## src/assert_macros.svh

```systemverilog
// Shared assertion macros. Each one expects signals named clk and arst_n
// in the scope where it is used.
`ifndef ASSERT_MACROS_SVH
`define ASSERT_MACROS_SVH

// The consequent must hold in the same cycle as the antecedent.
`define ASSERT_IMPLIES(label, ante, cons, msg) \
	label: assert property (@(posedge clk) disable iff (!arst_n) (ante) |-> (cons)) \
		else $error(msg);

// The consequent must hold in the cycle after the antecedent.
`define ASSERT_NEXT(label, ante, cons, msg) \
	label: assert property (@(posedge clk) disable iff (!arst_n) (ante) |=> (cons)) \
		else $error(msg);

`endif

```

## src/lprt_pkg.sv

```systemverilog
package lprt_pkg;

	// Default number of route entries.
	localparam int DEFAULT_TABLE_DEPTH = 64;

	// Item action codes.
	localparam logic [1:0] ACT_LOOKUP = 2'd0;
	localparam logic [1:0] ACT_ADD    = 2'd1;
	localparam logic [1:0] ACT_CLEAR  = 2'd2;

	// Result status codes.
	localparam logic [2:0] STAT_HIT     = 3'd0;
	localparam logic [2:0] STAT_DEFAULT = 3'd1;
	localparam logic [2:0] STAT_NONE    = 3'd2;
	localparam logic [2:0] STAT_ADDED   = 3'd3;
	localparam logic [2:0] STAT_DUP     = 3'd4;
	localparam logic [2:0] STAT_FULL    = 3'd5;
	localparam logic [2:0] STAT_CLEARED = 3'd6;

	// Configuration register indexes.
	localparam logic [1:0] CFG_DEF_VALID = 2'd0;
	localparam logic [1:0] CFG_DEF_IFACE = 2'd1;
	localparam logic [1:0] CFG_DEF_HOP   = 2'd2;

	localparam logic [5:0] MAX_LEN = 6'd32;

	// One stored route, valid flag included.
	typedef struct packed {
		logic        valid;
		logic [31:0] prefix;
		logic [5:0]  len;
		logic [7:0]  iface;
		logic [31:0] hop;
	} route_entry_t;

	// Commands from the controller to the datapath.
	typedef struct packed {
		logic load;     // capture the accepted item
		logic scan;     // read the entry at the index this cycle
		logic clr_wr;   // write an empty entry at the index
		logic out_load; // load the result register and commit an insert
	} lprt_cmd_t;

	// Network mask of the given length; lengths above 32 give all ones.
	function automatic logic [31:0] len_mask(input logic [5:0] len);
		return ~(32'hFFFF_FFFF >> len);
	endfunction

	// Prefix length clamped to 32.
	function automatic logic [5:0] sat_len(input logic [5:0] len);
		return (len > MAX_LEN) ? MAX_LEN : len;
	endfunction

endpackage

```

## src/lprt_ctrl.sv

```systemverilog
`include "assert_macros.svh"

module lprt_ctrl #(
	parameter int TABLE_DEPTH = lprt_pkg::DEFAULT_TABLE_DEPTH
) (
	input  logic                           clk,
	input  logic                           arst_n,
	input  logic                           in_valid,
	output logic                           in_stall,
	input  logic [1:0]                     action,
	output logic                           out_valid,
	input  logic                           out_stall,
	output lprt_pkg::lprt_cmd_t            cmd,
	output logic [$clog2(TABLE_DEPTH)-1:0] idx
);
	import lprt_pkg::*;

	localparam int AW = $clog2(TABLE_DEPTH);
	localparam logic [AW-1:0] LAST_IDX = AW'(TABLE_DEPTH - 1);

	localparam logic [2:0] ST_INIT  = 3'd0;
	localparam logic [2:0] ST_IDLE  = 3'd1;
	localparam logic [2:0] ST_SCAN  = 3'd2;
	localparam logic [2:0] ST_LAST  = 3'd3;
	localparam logic [2:0] ST_CLEAR = 3'd4;
	localparam logic [2:0] ST_DONE  = 3'd5;

	logic [2:0]    state_q;
	logic [AW-1:0] cnt_q;
	logic          out_valid_q;
	logic          in_xfer;
	logic          out_free;

	assign in_stall  = (state_q != ST_IDLE);
	assign in_xfer   = in_valid && !in_stall;
	assign out_free  = !out_valid_q || !out_stall;
	assign out_valid = out_valid_q;
	assign idx       = cnt_q;

	// Command decode from the current state.
	always_comb begin
		cmd          = '0;
		cmd.load     = in_xfer;
		cmd.scan     = (state_q == ST_SCAN);
		cmd.clr_wr   = (state_q == ST_CLEAR) || (state_q == ST_INIT);
		cmd.out_load = (state_q == ST_DONE) && out_free;
	end

	// Sequencer: clearing sweeps and table scans step the index once a cycle.
	always_ff @(posedge clk or negedge arst_n) begin
		if (!arst_n) begin
			state_q <= ST_INIT;
			cnt_q   <= '0;
		end else begin
			unique case (state_q)
				ST_INIT: begin
					if (cnt_q == LAST_IDX) begin
						state_q <= ST_IDLE;
						cnt_q   <= '0;
					end else begin
						cnt_q <= cnt_q + 1'b1;
					end
				end
				ST_IDLE: begin
					if (in_xfer) begin
						cnt_q <= '0;
						case (action) inside
							ACT_LOOKUP, ACT_ADD: state_q <= ST_SCAN;
							ACT_CLEAR:           state_q <= ST_CLEAR;
							default:             state_q <= ST_DONE;
						endcase
					end
				end
				ST_SCAN: begin
					if (cnt_q == LAST_IDX) begin
						state_q <= ST_LAST;
					end else begin
						cnt_q <= cnt_q + 1'b1;
					end
				end
				ST_LAST: begin
					state_q <= ST_DONE;
				end
				ST_CLEAR: begin
					if (cnt_q == LAST_IDX) begin
						state_q <= ST_DONE;
					end else begin
						cnt_q <= cnt_q + 1'b1;
					end
				end
				ST_DONE: begin
					if (out_free) begin
						state_q <= ST_IDLE;
						cnt_q   <= '0;
					end
				end
				default: begin
					state_q <= ST_IDLE;
					cnt_q   <= '0;
				end
			endcase
		end
	end

	// Result register occupancy: set on load, cleared on an output transfer.
	always_ff @(posedge clk or negedge arst_n) begin
		if (!arst_n) begin
			out_valid_q <= 1'b0;
		end else if (cmd.out_load) begin
			out_valid_q <= 1'b1;
		end else if (out_valid_q && !out_stall) begin
			out_valid_q <= 1'b0;
		end
	end

	`ASSERT_IMPLIES(a_no_overwrite, cmd.out_load, !out_valid_q || !out_stall, "result overwritten")
	`ASSERT_NEXT(a_busy_after_accept, in_xfer, in_stall, "input taken while busy")
	`ASSERT_NEXT(a_scan_from_zero, in_xfer, cnt_q == '0, "scan does not start at entry zero")
	`ASSERT_IMPLIES(a_no_write_in_scan, cmd.scan, !cmd.clr_wr, "clear write during a scan")

endmodule

```

## config.mk

```make
export PLATFORM = sky130hd
export DESIGN_NAME = lprt_ctrl
export DESIGN_NICKNAME = d
export VERILOG_FILES = /design/src/lprt_pkg.sv /design/src/lprt_ctrl.sv
export VERILOG_INCLUDE_DIRS = /design/src /design/src/src
export SDC_FILE = /design/constraint.sdc
export NUM_CORES = 1
export LEC_CHECK = 0
export ABC_AREA = 1
export BUFFER_PORTS_ARGS = -buffer_cell sky130_fd_sc_hd__buf_2
export CORE_MARGIN = 4
export CORE_UTILIZATION = 49
export CTS_CLUSTER_DIAMETER = 100
export DETAILED_ROUTE_END_ITERATION = 6
export PLACE_DENSITY = 0.81
export REMOVE_ABC_BUFFERS = 1
export SKIP_LAST_GASP = 1
export SYNTH_ARGS = -nofsm -noshare
export SYNTH_HDL_FRONTEND = slang
export SYNTH_SLANG_ARGS = --single-unit
export TNS_END_PERCENT = 10
```

## constraint.sdc

```tcl
create_clock -name clk -period 1.69 [get_ports clk]
set_input_delay 0.338 -clock clk [delete_from_list [all_inputs] [get_ports clk]]
set_output_delay 0.338 -clock clk [all_outputs]
set_load 0.01 [all_outputs]
```

# == Word level (Yosys, flattened, before mapping) ==
# Cells that the tools add are included.
# word_totals
mem_count,0
out_inout_bits,12
register_bits,10
latchBits,0
in_bits,6
ram_bits,0
word_cells,50
rom_bits,0
# classes
n_mux,15
n_addsub,1
mul,0
shift,0
n_eq_ne,15
reduce_logical,15
magnitude_cmp,0
div,0
bitwise_logic,1
# ops
cell,count
case mux 6 bit (5 select lines),1
two-way mux 6 bit,4
two-way mux 3 bit,6
case mux 3 bit (6 select lines),1
"adder 6 x 1 -> 6 bit, second input constant",1
"equality test 3 x 2 -> 1 bit, second input constant",2
"equality test 3 bit, second input constant",2
"equality test 6 bit, second input constant",1
"inequality test 2 x 1 -> 1 bit, second input constant",3
"inequality test 2 bit, second input constant",3
AND reduction 5 bit,1
AND reduction 4 bit,1
OR reduction 2 bit,2
"equality test 3 x 1 -> 1 bit, second input constant",1
logical AND 1 bit,3
zero test 1 bit,3
zero test 3 bit,1
two-way mux 1 bit,3
"inequality test 3 x 1 -> 1 bit, second input constant",1
"equality test 2 x 1 -> 1 bit, second input constant",1
"equality test 2 bit, second input constant",1
zero test 2 bit,1
logical OR 1 bit,2
nonzero test 2 bit,1
inverter 1 bit,1

# == Longest topological paths before layout ==
# logic_depth
ltp_word,5
ltp_mapped,9
mapped_depth_nobuf,9

# == Worst setup path after synthesis ==
# No wires, ideal clock.
# synth_path
kind,reg2reg
from,register cnt_q[1] (netlist: idx[1])
to,register cnt_q[3] (netlist: idx[3])
path_stages_with_launch,9
synth_period_minus_slack_ps,1373
required_ps,1567
setup_slack_ps,317
arrival_time_ps,1250
path_cell_list,dfrtp_1 ha_1 inv_1 nor2_2 nand2_2 a21oi_4 nor2_1 nand2_1 nand2_1
# synth_via
elab_chain_len,3
word_cells_on_any_way,7
# synth_lines
element,line,rtl
"start, declared",lprt_ctrl.sv:29,logic [AW-1:0] cnt_q;
"start signal, assigned",lprt_ctrl.sv:61,cnt_q <= cnt_q + 1'b1;
"start signal, assigned",lprt_ctrl.sv:78,cnt_q <= cnt_q + 1'b1;
"start signal, assigned",lprt_ctrl.sv:88,cnt_q <= cnt_q + 1'b1;
adder 6 x 1 -> 6 bit or equality test 6 bit (tied branches),--,
"two-way mux 6 bit, or another cell as far along","lprt_ctrl.sv:75, lprt_ctrl.sv:85",
case mux 6 bit (5 select lines) or AND reduction 4 bit (tied branches),--,
# Parallel ways exist; a longest one is shown, timed or not. The select of a mux whose other input is x is not followed.
# A chain may end at the register's enable or synchronous reset.

==> impl_metrics.json <==
{
  "outcome": "finished, final reports clean",
  "ioPinCount": 18,
  "ys_seq_elements": 10,
  "firstDrtPassIters": 4,
  "multiInputGateArea_um2": 373,
  "synth_edf_count": 0,
  "fin_crit_sh_pct": 97.6,
  "fin_ws_ns": 0.0402,
  "synth_cells": 95,
  "hold_violations": 0,
  "netlist.area_leader.share_pct": 37.2,
  "antenna_found_initial": 0,
  "clock_sinks": 10,
  "pre_cts_ws_ns": 0.242,
  "synth_flop_cell": "dfrtp_1",
  "grt_pass1_wl_mm": 2.75,
  "area_growth_pct": 27.5,
  "htree_levels": 1,
  "crit_slowest_cell": "dfrtp_2",
  "portBuffers": 17,
  "netlist_area_um2": 673,
  "placedInstanceArea_um2": 769,
  "numCtsBuffers": 3,
  "final_cell_area_um2": 858,
  "synth_area_leaders": "dfrtp_1, nand2_1, inv_1",
  "drv_cap": 0,
  "timing.slew.headroom_pct": 73.5,
  "synth_top_cell_by_area": "dfrtp_1",
  "path_class": "reg -> out",
  "path_delay_family": "flip-flops",
  "critPathBufInv": 3,
  "clock_latency_ns": 0.27,
  "synth.most_common_cell": "nand2_1",
  "hp-class": "in -> reg",
  "cts_tree": "done",
  "fill_cells": 110,
  "critPathMostFrequentCell": "inv_2",
  "start_util_pct": 51.7,
  "antenna_cells": 0,
  "viasPerCell": 5.27,
  "finalSetupTns_ns": 0,
  "crit_required_ns": 1.35,
  "skew_ns": 0.00354,
  "ant_nets": 0,
  "path_cells": "inv_2 > nand2_2 > nor2_4 > inv_2 > nor2_1 > buf_2",
  "min_period_ns": 1.65,
  "grt_pass1_vias": 598,
  "p_per_area_mw_per_mm2": 1540,
  "clk_pin_slew_ns": 0.07,
  "wl_per_cell_um": 12.8,
  "slew_violations": 0,
  "seq_area_um2": 253,
  "cp-start-kind": "flip-flop",
  "cp-end-kind": "primary output",
  "yosys.cell_types.count": 24,
  "leakage_nw": 0.494,
  "clockRootBuffer": "clkbuf_4",
  "grt_max_degree": 11,
  "drcViolationCount": 0,
  "layout.nets": 128,
  "yosysWarnings": 0,
  "die-area_mm2": 0.00203,
  "rows": 13,
  "wirelength_mm": 1.72,
  "grt_overflow": 0,
  "clk_path_buf_depth": 2,
  "fmax_mhz": 606,
  "drive_above_1_share_pct": 33.3,
  "globalplace.congestion": 0.856,
  "synthTopCellsByCount": "nand2_1, inv_1, dfrtp_1",
  "synth_seq_area_share_pct": 37.2,
  "crit_arrival_ns": 1.31,
  "core_area_mm2": 0.00130,
  "path_max_fanout": 4,
  "fp.dieW_um": 45.1,
  "tightest_slew_ns": 0.394,
  "first_iter_violations": 41,
  "setup-violations-final": 0,
  "vias": 711,
  "fp.dieH_um": 45.1,
  "syn_avg_cell_area_um2": 7.09,
  "synthArstFlopShare_pct": 100,
  "slowest_delay_ns": 0.44,
  "rsz0062_at_grt": "yes",
  "peakVddDrop_mv": 1.02,
  "place_hpwl_mm": 1.16,
  "grt_use_total_pct": 19.1
}
==> registers in the layout, indices dropped and copies added (netlist names) <==
name,count
state_q,3
out_valid,1
idx,6
==> per-stage QoR <==
step	utilization, %	std cells	hold slack [ns]	total power (W)
2_1_floorplan	-	94	0.0424	0.000789
3_3_place_gp	59.1	126	0.207	0.000958
3_5_place_dp	59.1	126	0.214	0.000967
4_1_cts	62.9	131	0.349	0.00121
5_1_grt	66.0	135	0.379	0.00143
6_report	66.0	135	0.353	0.00132
==> area by class of cell <==
cell class              count  share of cell area [%]
repair buffers             22                    14.6
multi-input cells          70                    43.4
clock buffers               4                    4.23
flip-flops and latches     10                    29.4
well taps                  15                    2.19
inverters                  14                    6.12
==> where the power goes <==
| part | switching, W | internal (W) |
|---|---|---|
| combinational | 0.000408 | 0.000274 |
| clock | 0.0000916 | 0.000131 |
| sequential | 0.000100 | 0.000314 |
==> worst paths after layout <==
path                       cells after the start                      to  slack, ns                    from
max                                            6                  cmd[3]       0.04  state_q[2]$_DFFE_PN0P_
min                                            3   out_valid$_DFFE_PN0P_       0.35               out_stall
max reg2reg                                    8      idx[3]$_DFFE_PN0P_       0.20      idx[1]$_DFFE_PN0P_
min reg2reg                                    2  state_q[2]$_DFFE_PN0P_       0.55  state_q[2]$_DFFE_PN0P_
max in group asynchronous                      2  state_q[2]$_DFFE_PN0P_       1.02                  arst_n
min in group asynchronous                      2      idx[4]$_DFFE_PN0P_       0.46                  arst_n
==> placed cells by master, fill, tap and decap left out, types with 3 or more instances in the layout <==
cell | synthesis | layout
a21oi_1 | 4 | 4
inv_1 | 12 | 10
nand3_1 | 6 | 6
buf_4 | 1 | 4
buf_2 | 0 | 17
nor2_1 | 5 | 4
inv_2 | 2 | 4
nand2_1 | 30 | 29
clkbuf_4 | 0 | 3
o21ai_0 | 7 | 7
dfrtp_1 | 10 | 8
==> worst min-delay path: cells and delay by family <==
family / cells / cell delay, ns
buffers and inverters: 1 / 0.09
and+or+nand+nor: 2 / 0.17
==> metal layers <==
| metal | GRT usage, % | vias up | wire (um) |
|---|---|---|---|
| met5 | 0 | - | 0 |
| met4 | 9.36 | 0 | 10 |
| met3 | 5.98 | 2 | 107 |
| met2 | 27.1 | 25 | 848 |
| met1 | 26.0 | 329 | 757 |
| li1 | - | 355 | - |
==> repair_timing <==
action | CTS | global route
hold endpoints to repair | 10 | 0
setup buffers | 0 | 4
resized for setup | 1 | 6
hold buffers | 1 | 0
pin swaps | 0 | 2
setup endpoints to repair | 1 | 3
==> kinds of logic (layout without fill, tap and decap cells) <==
logic type | after synthesis | in the layout | share of synthesized area [%]
AND/OR/NAND/NOR | 48 | 48 | 30.9
adder cells (fa/ha/maj) | 1 | 1 | 1.86
buffers and inverters | 15 | 40 | 8.92
flip-flops | 10 | 10 | 37.2
XOR/XNOR | 2 | 2 | 2.60
AO/OA/AOI/OAI | 19 | 19 | 18.6
(Power assumes the default switching activity.)
